--- config.mk ---
export PLATFORM = sky130hd
export DESIGN_NAME = merge_sorted_lists_drop_flagged
export DESIGN_NICKNAME = d
export VERILOG_FILES = /design/src/hdl/msldf_pkg.sv /design/src/hdl/msldf_list_mem.sv /design/src/hdl/msldf_merge_ctrl.sv /design/src/hdl/merge_sorted_lists_drop_flagged.sv
export SDC_FILE = /design/constraint.sdc
export NUM_CORES = 2
export LEC_CHECK = 0
export BUFFER_PORTS_ARGS = -buffer_cell sky130_fd_sc_hd__buf_2
export CORE_ASPECT_RATIO = 1.5
export CORE_MARGIN = 2
export CORE_UTILIZATION = 40
export CTS_BUF_LIST = sky130_fd_sc_hd__clkbuf_4
export CTS_CLUSTER_SIZE = 10
export DETAILED_ROUTE_END_ITERATION = 7
export GPL_ROUTABILITY_DRIVEN = 1
export PLACE_DENSITY_LB_ADDON = 0.2
export REMOVE_ABC_BUFFERS = 1
export SETUP_SLACK_MARGIN = 0.1
export SYNTH_ARGS = -nofsm -noshare
export SYNTH_HDL_FRONTEND = slang
export SYNTH_SLANG_ARGS = --single-unit
--- constraint.sdc ---
create_clock -name clk_i -period 6.55 [get_ports clk_i]
set_clock_uncertainty 0.05 [all_clocks]
set_input_delay 0.3275 -clock clk_i [delete_from_list [all_inputs] [get_ports clk_i]]
set_output_delay 0.3275 -clock clk_i [all_outputs]
set_load 0.05 [all_outputs]
--- src/hdl/msldf_pkg.sv ---
// ----------------------------------------------------------------------------
// msldf_pkg
// Types and constants shared by the sorted-list merge block.
// ----------------------------------------------------------------------------
package msldf_pkg;

  localparam int unsigned LIST_DEPTH_DEF = 16;

  localparam int unsigned ID_W       = 16;
  localparam int unsigned KEY_W      = 32;
  localparam int unsigned S_TDATA_W  = 56;
  localparam int unsigned S_TUSER_W  = 2;
  localparam int unsigned M_TDATA_W  = 48;
  localparam int unsigned M_TUSER_W  = 3;

  localparam logic OP_LOAD = 1'b0;
  localparam logic OP_RUN  = 1'b1;

  typedef struct packed {
    logic [ID_W-1:0]         id;
    logic signed [KEY_W-1:0] key;
    logic                    drop;
  } entry_t;

  typedef enum logic [1:0] {
    ST_IDLE,
    ST_MERGE,
    ST_FLUSH
  } state_e;

endpackage

--- src/hdl/msldf_list_mem.sv ---
// ----------------------------------------------------------------------------
// msldf_list_mem
// One list store: single write port, one synchronous read port.
// ----------------------------------------------------------------------------
module msldf_list_mem #(
  parameter int unsigned DEPTH = msldf_pkg::LIST_DEPTH_DEF,
  parameter int unsigned AW    = $clog2(DEPTH)
) (
  input  logic              clk_i,
  input  logic              we_i,
  input  logic [AW-1:0]     waddr_i,
  input  msldf_pkg::entry_t wdata_i,
  input  logic [AW-1:0]     raddr_i,
  output msldf_pkg::entry_t rdata_o
);
  import msldf_pkg::*;

  entry_t mem_q [DEPTH];
  entry_t rdata_q;

  always_ff @(posedge clk_i) begin
    if (we_i) begin
      mem_q[waddr_i] <= wdata_i;
    end
    rdata_q <= mem_q[raddr_i];
  end

  assign rdata_o = rdata_q;

endmodule

--- src/hdl/msldf_merge_ctrl.sv ---
// ----------------------------------------------------------------------------
// msldf_merge_ctrl
// Load sequencing, merge walk over both stores, pending slot and output reg.
// ----------------------------------------------------------------------------
module msldf_merge_ctrl #(
  parameter int unsigned DEPTH = msldf_pkg::LIST_DEPTH_DEF,
  parameter int unsigned AW    = $clog2(DEPTH),
  parameter int unsigned CW    = $clog2(DEPTH + 1)
) (
  input  logic                          clk_i,
  input  logic                          rst_ni,
  // input stream
  input  logic                          in_valid_i,
  output logic                          in_ready_o,
  input  logic                          opcode_i,
  input  logic                          list_select_i,
  input  msldf_pkg::entry_t             in_entry_i,
  // store ports
  output logic                          we0_o,
  output logic                          we1_o,
  output logic [AW-1:0]                 waddr_o,
  output msldf_pkg::entry_t             wdata_o,
  output logic [AW-1:0]                 raddr0_o,
  output logic [AW-1:0]                 raddr1_o,
  input  msldf_pkg::entry_t             rdata0_i,
  input  msldf_pkg::entry_t             rdata1_i,
  // result stream
  output logic                          out_valid_o,
  input  logic                          out_ready_i,
  output msldf_pkg::entry_t             out_entry_o,
  output logic                          out_from_second_o,
  output logic                          out_empty_o,
  output logic                          out_ovf_o,
  output logic                          out_last_o
);
  import msldf_pkg::*;

  state_e        state_q, state_d;
  logic [CW-1:0] cnt0_q, cnt0_d, cnt1_q, cnt1_d;
  logic [CW-1:0] p0_q, p0_d, p1_q, p1_d;
  logic          ovf_q, ovf_d;
  logic          pend_v_q, pend_v_d;
  entry_t        pend_q, pend_d;
  logic          pend_from2_q, pend_from2_d;
  logic          out_v_q, out_v_d;
  entry_t        out_ent_q, out_ent_d;
  logic          out_from2_q, out_from2_d;
  logic          out_empty_q, out_empty_d;
  logic          out_ovf_q, out_ovf_d;
  logic          out_last_q, out_last_d;

  logic          accept, out_free, have0, have1, take1, keep, stall;
  entry_t        sel_ent;

  always_ff @(posedge clk_i or negedge rst_ni) begin
    if (!rst_ni) begin
      state_q  <= ST_IDLE;
      cnt0_q   <= '0;
      cnt1_q   <= '0;
      p0_q     <= '0;
      p1_q     <= '0;
      ovf_q    <= 1'b0;
      pend_v_q <= 1'b0;
      out_v_q  <= 1'b0;
    end else begin
      state_q  <= state_d;
      cnt0_q   <= cnt0_d;
      cnt1_q   <= cnt1_d;
      p0_q     <= p0_d;
      p1_q     <= p1_d;
      ovf_q    <= ovf_d;
      pend_v_q <= pend_v_d;
      out_v_q  <= out_v_d;
    end
  end

  always_ff @(posedge clk_i) begin
    pend_q       <= pend_d;
    pend_from2_q <= pend_from2_d;
    out_ent_q    <= out_ent_d;
    out_from2_q  <= out_from2_d;
    out_empty_q  <= out_empty_d;
    out_ovf_q    <= out_ovf_d;
    out_last_q   <= out_last_d;
  end

  always_comb begin
    state_d      = state_q;
    cnt0_d       = cnt0_q;
    cnt1_d       = cnt1_q;
    p0_d         = p0_q;
    p1_d         = p1_q;
    ovf_d        = ovf_q;
    pend_v_d     = pend_v_q;
    pend_d       = pend_q;
    pend_from2_d = pend_from2_q;
    out_v_d      = out_v_q;
    out_ent_d    = out_ent_q;
    out_from2_d  = out_from2_q;
    out_empty_d  = out_empty_q;
    out_ovf_d    = out_ovf_q;
    out_last_d   = out_last_q;

    we0_o    = 1'b0;
    we1_o    = 1'b0;
    waddr_o  = list_select_i ? cnt1_q[AW-1:0] : cnt0_q[AW-1:0];
    wdata_o  = in_entry_i;
    raddr0_o = '0;
    raddr1_o = '0;

    in_ready_o = (state_q == ST_IDLE);
    accept     = in_valid_i && in_ready_o;
    out_free   = !out_v_q || out_ready_i;
    have0      = (p0_q < cnt0_q);
    have1      = (p1_q < cnt1_q);
    take1      = have1 && (!have0 || ($signed(rdata0_i.key) < $signed(rdata1_i.key)));
    sel_ent    = take1 ? rdata1_i : rdata0_i;
    keep       = !sel_ent.drop;
    stall      = keep && pend_v_q && !out_free;

    if (out_v_q && out_ready_i) begin
      out_v_d = 1'b0;
    end

    case (state_q)
      ST_IDLE: begin
        if (accept) begin
          if (opcode_i == OP_LOAD) begin
            if (!list_select_i) begin
              // drop loads into a full list
              if (cnt0_q == CW'(DEPTH)) begin
                ovf_d = 1'b1;
              end else begin
                we0_o  = 1'b1;
                cnt0_d = cnt0_q + CW'(1);
              end
            end else begin
              if (cnt1_q == CW'(DEPTH)) begin
                ovf_d = 1'b1;
              end else begin
                we1_o  = 1'b1;
                cnt1_d = cnt1_q + CW'(1);
              end
            end
          end else begin
            p0_d    = '0;
            p1_d    = '0;
            state_d = ST_MERGE;
          end
        end
      end

      ST_MERGE: begin
        raddr0_o = p0_q[AW-1:0];
        raddr1_o = p1_q[AW-1:0];
        if (!have0 && !have1) begin
          state_d = ST_FLUSH;
        end else if (!stall) begin
          // advance the consumed list and prefetch its next entry
          if (take1) begin
            p1_d     = p1_q + CW'(1);
            raddr1_o = p1_d[AW-1:0];
          end else begin
            p0_d     = p0_q + CW'(1);
            raddr0_o = p0_d[AW-1:0];
          end
          if (keep) begin
            if (pend_v_q) begin
              out_v_d     = 1'b1;
              out_ent_d   = pend_q;
              out_from2_d = pend_from2_q;
              out_empty_d = 1'b0;
              out_ovf_d   = ovf_q;
              out_last_d  = 1'b0;
            end
            pend_v_d     = 1'b1;
            pend_d       = sel_ent;
            pend_from2_d = take1;
          end
        end
      end

      ST_FLUSH: begin
        if (out_free) begin
          out_v_d    = 1'b1;
          out_ovf_d  = ovf_q;
          out_last_d = 1'b1;
          if (pend_v_q) begin
            out_ent_d   = pend_q;
            out_from2_d = pend_from2_q;
            out_empty_d = 1'b0;
          end else begin
            out_ent_d   = '0;
            out_from2_d = 1'b0;
            out_empty_d = 1'b1;
          end
          pend_v_d = 1'b0;
          cnt0_d   = '0;
          cnt1_d   = '0;
          ovf_d    = 1'b0;
          state_d  = ST_IDLE;
        end
      end

      default: begin
        state_d = ST_IDLE;
      end
    endcase
  end

  assign out_valid_o       = out_v_q;
  assign out_entry_o       = out_ent_q;
  assign out_from_second_o = out_from2_q;
  assign out_empty_o       = out_empty_q;
  assign out_ovf_o         = out_ovf_q;
  assign out_last_o        = out_last_q;

`ifndef SYNTHESIS
  a_idle_no_pending: assert property (@(posedge clk_i) disable iff (!rst_ni)
    (state_q == ST_IDLE) |-> !pend_v_q)
    else $error("pending result left over outside a merge run");

  a_ptr_in_range: assert property (@(posedge clk_i) disable iff (!rst_ni)
    (state_q == ST_MERGE) |-> ((p0_q <= cnt0_q) && (p1_q <= cnt1_q)))
    else $error("merge pointer ran past its list count");

  a_cnt_bound: assert property (@(posedge clk_i) disable iff (!rst_ni)
    (cnt0_q <= CW'(DEPTH)) && (cnt1_q <= CW'(DEPTH)))
    else $error("list count exceeds store depth");

  a_empty_is_last: assert property (@(posedge clk_i) disable iff (!rst_ni)
    (out_v_q && out_empty_q) |-> (out_last_q && (out_ent_q == '0) && !out_from2_q))
    else $error("empty result must be the last one and carry zero fields");

  a_flush_clears: assert property (@(posedge clk_i) disable iff (!rst_ni)
    ((state_q == ST_FLUSH) && out_free) |=> ((cnt0_q == '0) && (cnt1_q == '0) && !ovf_q))
    else $error("counts or overflow not cleared after run");
`endif

endmodule

--- src/hdl/merge_sorted_lists_drop_flagged.sv ---
// ----------------------------------------------------------------------------
// merge_sorted_lists_drop_flagged
// Two descending-key lists loaded entry by entry, merged on a run command.
// ----------------------------------------------------------------------------
// Load: one load per cycle while no run is in progress, no result.
// Run: entry 0 of both stores is read on the accept edge, then one stored
//   entry is consumed per cycle unless the output stalls; once both lists are
//   exhausted a flush step follows; a kept entry leaves the cycle after
//   the next kept entry is consumed, the final one the cycle after the flush.
// Reset: counts, overflow flag and control clear at once; stores stay as is.
module merge_sorted_lists_drop_flagged #(
  parameter int unsigned LIST_DEPTH = msldf_pkg::LIST_DEPTH_DEF
) (
  input  logic                             clk_i,
  input  logic                             rst_ni,
  input  logic                             s_axis_tvalid,
  output logic                             s_axis_tready,
  // entry_id[15:0], key[47:16], drop_flag[48], zero[55:49]
  input  logic [msldf_pkg::S_TDATA_W-1:0]  s_axis_tdata,
  // opcode[0], list_select[1]
  input  logic [msldf_pkg::S_TUSER_W-1:0]  s_axis_tuser,
  output logic                             m_axis_tvalid,
  input  logic                             m_axis_tready,
  // out_id[15:0], out_key[47:16]
  output logic [msldf_pkg::M_TDATA_W-1:0]  m_axis_tdata,
  // from_second[0], is_empty[1], overflowed[2]
  output logic [msldf_pkg::M_TUSER_W-1:0]  m_axis_tuser,
  output logic                             m_axis_tlast
);
  import msldf_pkg::*;

  localparam int unsigned AW = $clog2(LIST_DEPTH);
  localparam int unsigned CW = $clog2(LIST_DEPTH + 1);

  entry_t        in_entry, wdata, rdata0, rdata1, out_entry;
  logic          we0, we1;
  logic [AW-1:0] waddr, raddr0, raddr1;
  logic          out_from_second, out_empty, out_ovf;

  assign in_entry.id   = s_axis_tdata[15:0];
  assign in_entry.key  = s_axis_tdata[47:16];
  assign in_entry.drop = s_axis_tdata[48];

  msldf_list_mem #(
    .DEPTH (LIST_DEPTH),
    .AW    (AW)
  ) u_first_mem (
    .clk_i   (clk_i),
    .we_i    (we0),
    .waddr_i (waddr),
    .wdata_i (wdata),
    .raddr_i (raddr0),
    .rdata_o (rdata0)
  );

  msldf_list_mem #(
    .DEPTH (LIST_DEPTH),
    .AW    (AW)
  ) u_second_mem (
    .clk_i   (clk_i),
    .we_i    (we1),
    .waddr_i (waddr),
    .wdata_i (wdata),
    .raddr_i (raddr1),
    .rdata_o (rdata1)
  );

  msldf_merge_ctrl #(
    .DEPTH (LIST_DEPTH),
    .AW    (AW),
    .CW    (CW)
  ) u_ctrl (
    .clk_i             (clk_i),
    .rst_ni            (rst_ni),
    .in_valid_i        (s_axis_tvalid),
    .in_ready_o        (s_axis_tready),
    .opcode_i          (s_axis_tuser[0]),
    .list_select_i     (s_axis_tuser[1]),
    .in_entry_i        (in_entry),
    .we0_o             (we0),
    .we1_o             (we1),
    .waddr_o           (waddr),
    .wdata_o           (wdata),
    .raddr0_o          (raddr0),
    .raddr1_o          (raddr1),
    .rdata0_i          (rdata0),
    .rdata1_i          (rdata1),
    .out_valid_o       (m_axis_tvalid),
    .out_ready_i       (m_axis_tready),
    .out_entry_o       (out_entry),
    .out_from_second_o (out_from_second),
    .out_empty_o       (out_empty),
    .out_ovf_o         (out_ovf),
    .out_last_o        (m_axis_tlast)
  );

  assign m_axis_tdata = {out_entry.key, out_entry.id};
  assign m_axis_tuser = {out_ovf, out_empty, out_from_second};

endmodule

# After elaboration in Yosys (flattened, before gate mapping)
# Memory sizes are Yosys's and may differ from the RTL's. A register that Yosys moved wholly into a read port is not among the register bits.
# Cells that the tools add are included.
# totals
ff_bits	126
mem_bits_rw	1568
elab_cells	173
mem_count	2
# memory_table
name	words	width	rd	rd_clocked_by_memory_dff	write_ports	line_no	source
u_first_mem.mem_q	16	49	1	1	1	msldf_list_mem.sv:18	entry_t mem_q [DEPTH];
u_second_mem.mem_q	16	49	1	1	1	msldf_list_mem.sv:18	
# classes
n_addsub	4
n_lt_le_gt_ge	3
eq_ne	21
n_mux	97
bitwise	3
n_reduce_logical	26
# op_table
cell	n
49-bit 2-to-1 mux	7
49-bit case mux with 2 select lines	1
5-bit 2-to-1 mux	17
1-bit 2-to-1 mux	47
5-bit case mux with 2 select lines	4
4-bit 2-to-1 mux	9
6-bit AND reduction	6
32-bit < comparator	1
5-bit by 1-bit adder with 5-bit output (second input constant)	4
2-bit != test (second input constant)	8
2-bit by 1-bit != test with 1-bit output (second input constant)	7
1-bit case mux with 2 select lines	7
5-bit == test (second input constant)	2
5-bit < comparator	2
2-bit 2-to-1 mux	4
4-bit AND reduction	2
1-bit logical AND	6
2-bit case mux with 3 select lines	1
2-bit nonzero test	3
1-bit logical NOT	5
5-bit AND reduction	1
3-bit by 1-bit != test with 1-bit output (second input constant)	1
3-bit by 2-bit != test with 1-bit output (second input constant)	1
1-bit NOT	3
4 further kinds	5

# Depth between registers and ports, before layout
# logic_depth
depth_word	11
mapped_depth	17

# Cells and area by module
# Synthesis repeated with hierarchy kept, for this count alone.
# unflattened
cells_unflattened	3221
area_unflattened_um2	67711.2
# by_module_without_submodules
module	instances	cells_per_inst	area_each_um2	seq_area_each_um2
msldf_list_mem	2	1268	30336.6	24523.5
msldf_merge_ctrl	1	682	7015.5	3658.5
merge_sorted_lists_drop_flagged	1	3	22.5	0.0

# Least setup slack after synthesis
# No wires, ideal clock.
# synth_timing
path_kind	register to register
start	register, netlist name u_second_mem.rdata_o[24]
end	register u_ctrl.out_empty_q (netlist: u_ctrl.out_empty_o), enable pin
arrival_ps	4451
t_required_ps	6038
slack_ps	1587
stages_incl_launch_ff	13
cell_sequence	dfxtp_1 -> inv_1 -> ha_1 -> a41oi_2 -> o21ai_1 -> a22o_1 -> or3_1 -> a31o_2 -> buf_2 -> nand3_1 -> and2_1 -> a32oi_1 -> nor2_1
# synth_between
elab_chain_len	9
# synth_lines
item	line_no	source
32-bit < comparator (*)	msldf_merge_ctrl.sv:116	take1 = have1 && (!have0 || ($signed(rdata0_i.key) < $signed(rdata1_i.key)));
1-bit logical OR (*)	msldf_merge_ctrl.sv:116	
1-bit logical AND (*)	msldf_merge_ctrl.sv:116	
49-bit 2-to-1 mux (*)	msldf_merge_ctrl.sv:117	sel_ent = take1 ? rdata1_i : rdata0_i;
1-bit logical NOT	msldf_merge_ctrl.sv:118	keep = !sel_ent.drop;
1-bit logical AND (2 in a row)	msldf_merge_ctrl.sv:119	stall = keep && pend_v_q && !out_free;
2-bit != test (no line)	--	
6-bit AND reduction (no line) (*)	--	
end signal, assigned	msldf_merge_ctrl.sv:82	out_empty_q <= out_empty_d;
end, declared	msldf_merge_ctrl.sv:48	logic out_empty_q, out_empty_d;
# Every way passes the cells marked *; elsewhere a longest branch is shown, timed or not.
# A chain may end at the register's enable or synchronous reset.

# Worst setup path after layout
# layout_timing
start	register, netlist name u_second_mem.rdata_o[20]
end	register, netlist name u_first_mem.rdata_o[46]
# layout_between
elab_chain_len	10
# layout_lines
item	line_no	source
32-bit < comparator (*)	msldf_merge_ctrl.sv:116	
1-bit logical OR (*)	msldf_merge_ctrl.sv:116	
1-bit logical AND (*)	msldf_merge_ctrl.sv:116	
49-bit 2-to-1 mux	msldf_merge_ctrl.sv:117	
1-bit logical NOT	msldf_merge_ctrl.sv:118	
1-bit logical AND (2 in a row)	msldf_merge_ctrl.sv:119	
4-bit 2-to-1 mux (*)	msldf_merge_ctrl.sv:158	end else if (!stall) begin
4-bit 2-to-1 mux (*)	msldf_merge_ctrl.sv:156	if (!have0 && !have1) begin
4-bit 2-to-1 mux (*)	msldf_merge_ctrl.sv:125	case (state_q)
# Marked as above.

==> reports/results.ini <==
[run_status]
outcome = complete, but fails checks
violations = max-slew violations

[critical_path]
reg2reg_depth = 13
critPathMaxFanout = 39
cp_slowest_stage_delay_ps = 820
start_kind = register
critPathBufInv = 2
critical_path_class = reg -> reg
cp_slowest_cell = or3_4
crit_chain = inv_1 -> ha_1 -> a21oi_1 -> o21ai_0 -> a22o_1 -> or3_1 -> and4_1 -> nor3_2 -> or3_4 -> buf_4 -> mux2_2 -> a222oi_1 -> a21oi_1
end_kind = register
critPathTopFamily = simple AND/OR/NAND/NOR gates
timing.critical_path.arrival_ps = 6400
path_depth = 13
crit_path_frequent_cell = a21oi_1
critPathRequiredTime_ps = 7510

[detailed_routing]
drt-initial-drc-count = 4705
wl_met3_um = 16900
vias = 46500
route.detailed.drc = 0
vias_per_cell = 6.03
met2_length_um = 112000
top_layer = met5
wl_per_cell_um = 28.8
wl_um = 222000
ant_nets = 0
drt-met1-wl_um = 85100
drt_first_pass_iters = 6

[pwr]
p_leak_nw = 26.5
ir_drop_uv = 1210
total_power_w = 0.0400
power.density_nw_per_um2 = 490

[layout]
layout_commonest_cell = edfxtp_1
final_cell_mix = 1669 x edfxtp_1, 645 x clkbuf_4, 270 x o21ai_0
drive_gt1_share_pct = 22.9
nets = 5158
fillerInstances = 15900
design_area_um2 = 81600
fin_cells = 7710
syn2layout_area_growth_pct = 13.8

[floorplan]
die_area_um2 = 183000
die_w_um = 350
rows = 190
die_y_um = 522
fp.coreArea_um2 = 178000
initial_core_util_pct = 40.2
ioPinCount = 116

[cts]
clk_latency_ps = 1240
clk_pin_slew_worst_paths_ps = 70
cts_made_buffers = 415
cts-resized-gates = 0
cts-root-buf = clkbuf_4
cts_max_path_buffers = 4
cts_tree = done
cts_htree_levels = 5
cts_sinks = 1792
cts_setup_buffers = 0
ctsHoldBuffers = 58

[sta]
period_minus_slack_ps = 5440
setup_violations = 0
fmax_mhz = 184
finalCritPeriodShare_pct = 83.0
hold-worst-slack_ps = 70.3
worstMarginPinSlew_ps = 1510
slew_headroom_pct = -0.952
worst_slack_ps = 1110
final-max-slew-violation-count = 21
final_hold_viol_count = 0
rsz0062_at_grt = false

[yosys]
ys_ff_latch = 1792
netlist_area_um2 = 71600
synth-edff-count = 1669
yosysWarnings = 0
synthDistinctLibCells = 70
synth-main-ff-cell = edfxtp_1
async_flop_share_pct = 1.40
ys_seq_area_share_pct = 73.6
synth.avg_cell_area_um2 = 15.1
postSynthCellCount = 4730

[placed_design]
place_area_um2 = 75400
place_hpwl_um = 118000
gp_congestion = 0.834
dpl_worst_slack_ps = 1250
place_inst = 6877
io_buffers = 108

[global_route]
track_usage_pct = 23.9
grt_max_degree = 149
globalRouteOverflowTotal = 0
grt_pass1_vias = 47100
grt_antenna_before_repair = 14
grt_pass1_wl_um = 320000

[worst_hold_path]
hp-class = in -> reg
worstHoldPathCells = 5

[flow_run]
drv_cap = 0

cells in the mapped netlist (53+ instances only):
library cell  count  area [um^2]
clkbuf_1        322         1210
o2111ai_1       148         1300
nor2_1           65          244
inv_1           101          379
mux2_2          234         2640
and3_1           53          332
a221oi_1         86          753
mux2i_1          75          751
nand2_1         185          694
nand4_1          84          526
a31oi_1         137          857
dfxtp_1          98         1960
edfxtp_1       1669        50100
a21oi_1         157          786
and2_1           53          332
nand3_1         261         1310
a211oi_1         99          743
o21ai_0         270         1350
nor4_1          125          782
layout make-up:
cell class	instances	area (um^2)	share of cell area, %
sequential	1792	52700	64.6
clock inverter	120	653	0.801
antenna	10	25.0	0.0307
multi-input combinational	2432	17400	21.4
clock buffer	645	4840	5.94
timing repair buffer	304	2620	3.21
inverter	103	389	0.477
tap	2304	2880	3.53
through the flow:
stage                     util [%]  TNS [ps]
final                         45.7         0
after global routing          45.7         0
after CTS                     45.7         0
after detailed placement      42.3         0
after global placement        42.3         0
after floorplan                  -  -1106400
worst register-to-register path, delay by kind of cell, from the launching register on:
| family | cells | cell delay, ps |
|---|---|---|
| AND/OR/NAND/NOR | 4 | 2000 |
| buffers and inverters | 2 | 500 |
| AO/OA/AOI/OAI | 5 | 1680 |
| adder cells (fa/ha/maj) | 1 | 290 |
| multiplexers | 1 | 380 |
| flip-flops | 1 | 310 |
report_power, final:
| group | leakage [nW] | switching, W | internal [W] |
|---|---|---|---|
| sequential | 16.2 | 0.000533 | 0.0137 |
| combinational | 7.08 | 0.0118 | 0.00485 |
| clock | 3.27 | 0.00441 | 0.00472 |
final timing paths:
kind                                             startpoint                               to  slack [ps]
setup reg to reg           u_second_mem.rdata_o[20]$_DFF_P_  u_first_mem.rdata_o[46]$_DFF_P_        1110
max in group asynchronous                            rst_ni     u_ctrl.cnt1_q[3]$_DFFE_PN0P_        5600
hold / removal                                m_axis_tready     u_ctrl.out_valid_o$_DFF_PN0_          70
hold reg to reg            u_second_mem.rdata_o[41]$_DFF_P_      u_ctrl.pend_q[41]$_DFFE_PP_         430
setup / recovery           u_second_mem.rdata_o[20]$_DFF_P_  u_first_mem.rdata_o[46]$_DFF_P_        1110
min in group asynchronous                            rst_ni     u_ctrl.out_valid_o$_DFF_PN0_         600
registers in the layout (all words and copies together), names as in the netlist, 2 cells and up:
register,cells
u_first_mem.mem_q,784
u_second_mem.mem_q,784
u_first_mem.rdata_o,49
u_second_mem.rdata_o,49
u_ctrl.out_entry_o,48
u_ctrl.pend_q,48
u_ctrl.cnt0_q,5
u_ctrl.cnt1_q,5
u_ctrl.p0_q,5
u_ctrl.p1_q,5
u_ctrl.state_q,2
logic make-up after synthesis:
logic type | share of synthesized area, %
XOR/XNOR | 0.0489
flip-flops | 73.6
buffers and inverters | 2.81
multiplexers | 4.73
adder cells (fa/ha/maj) | 0.838
AND/OR/NAND/NOR | 6.40
AO/OA/AOI/OAI | 11.6
layer usage:
layer | GRT usage, % | vias to the layer above
met1 | 29.3 | 23700
met2 | 41.0 | 2237
met4 | 10.2 | 2
met5 | 0 | -
met3 | 4.64 | 468
li1 | - | 20100
(Power assumes the default switching activity.)
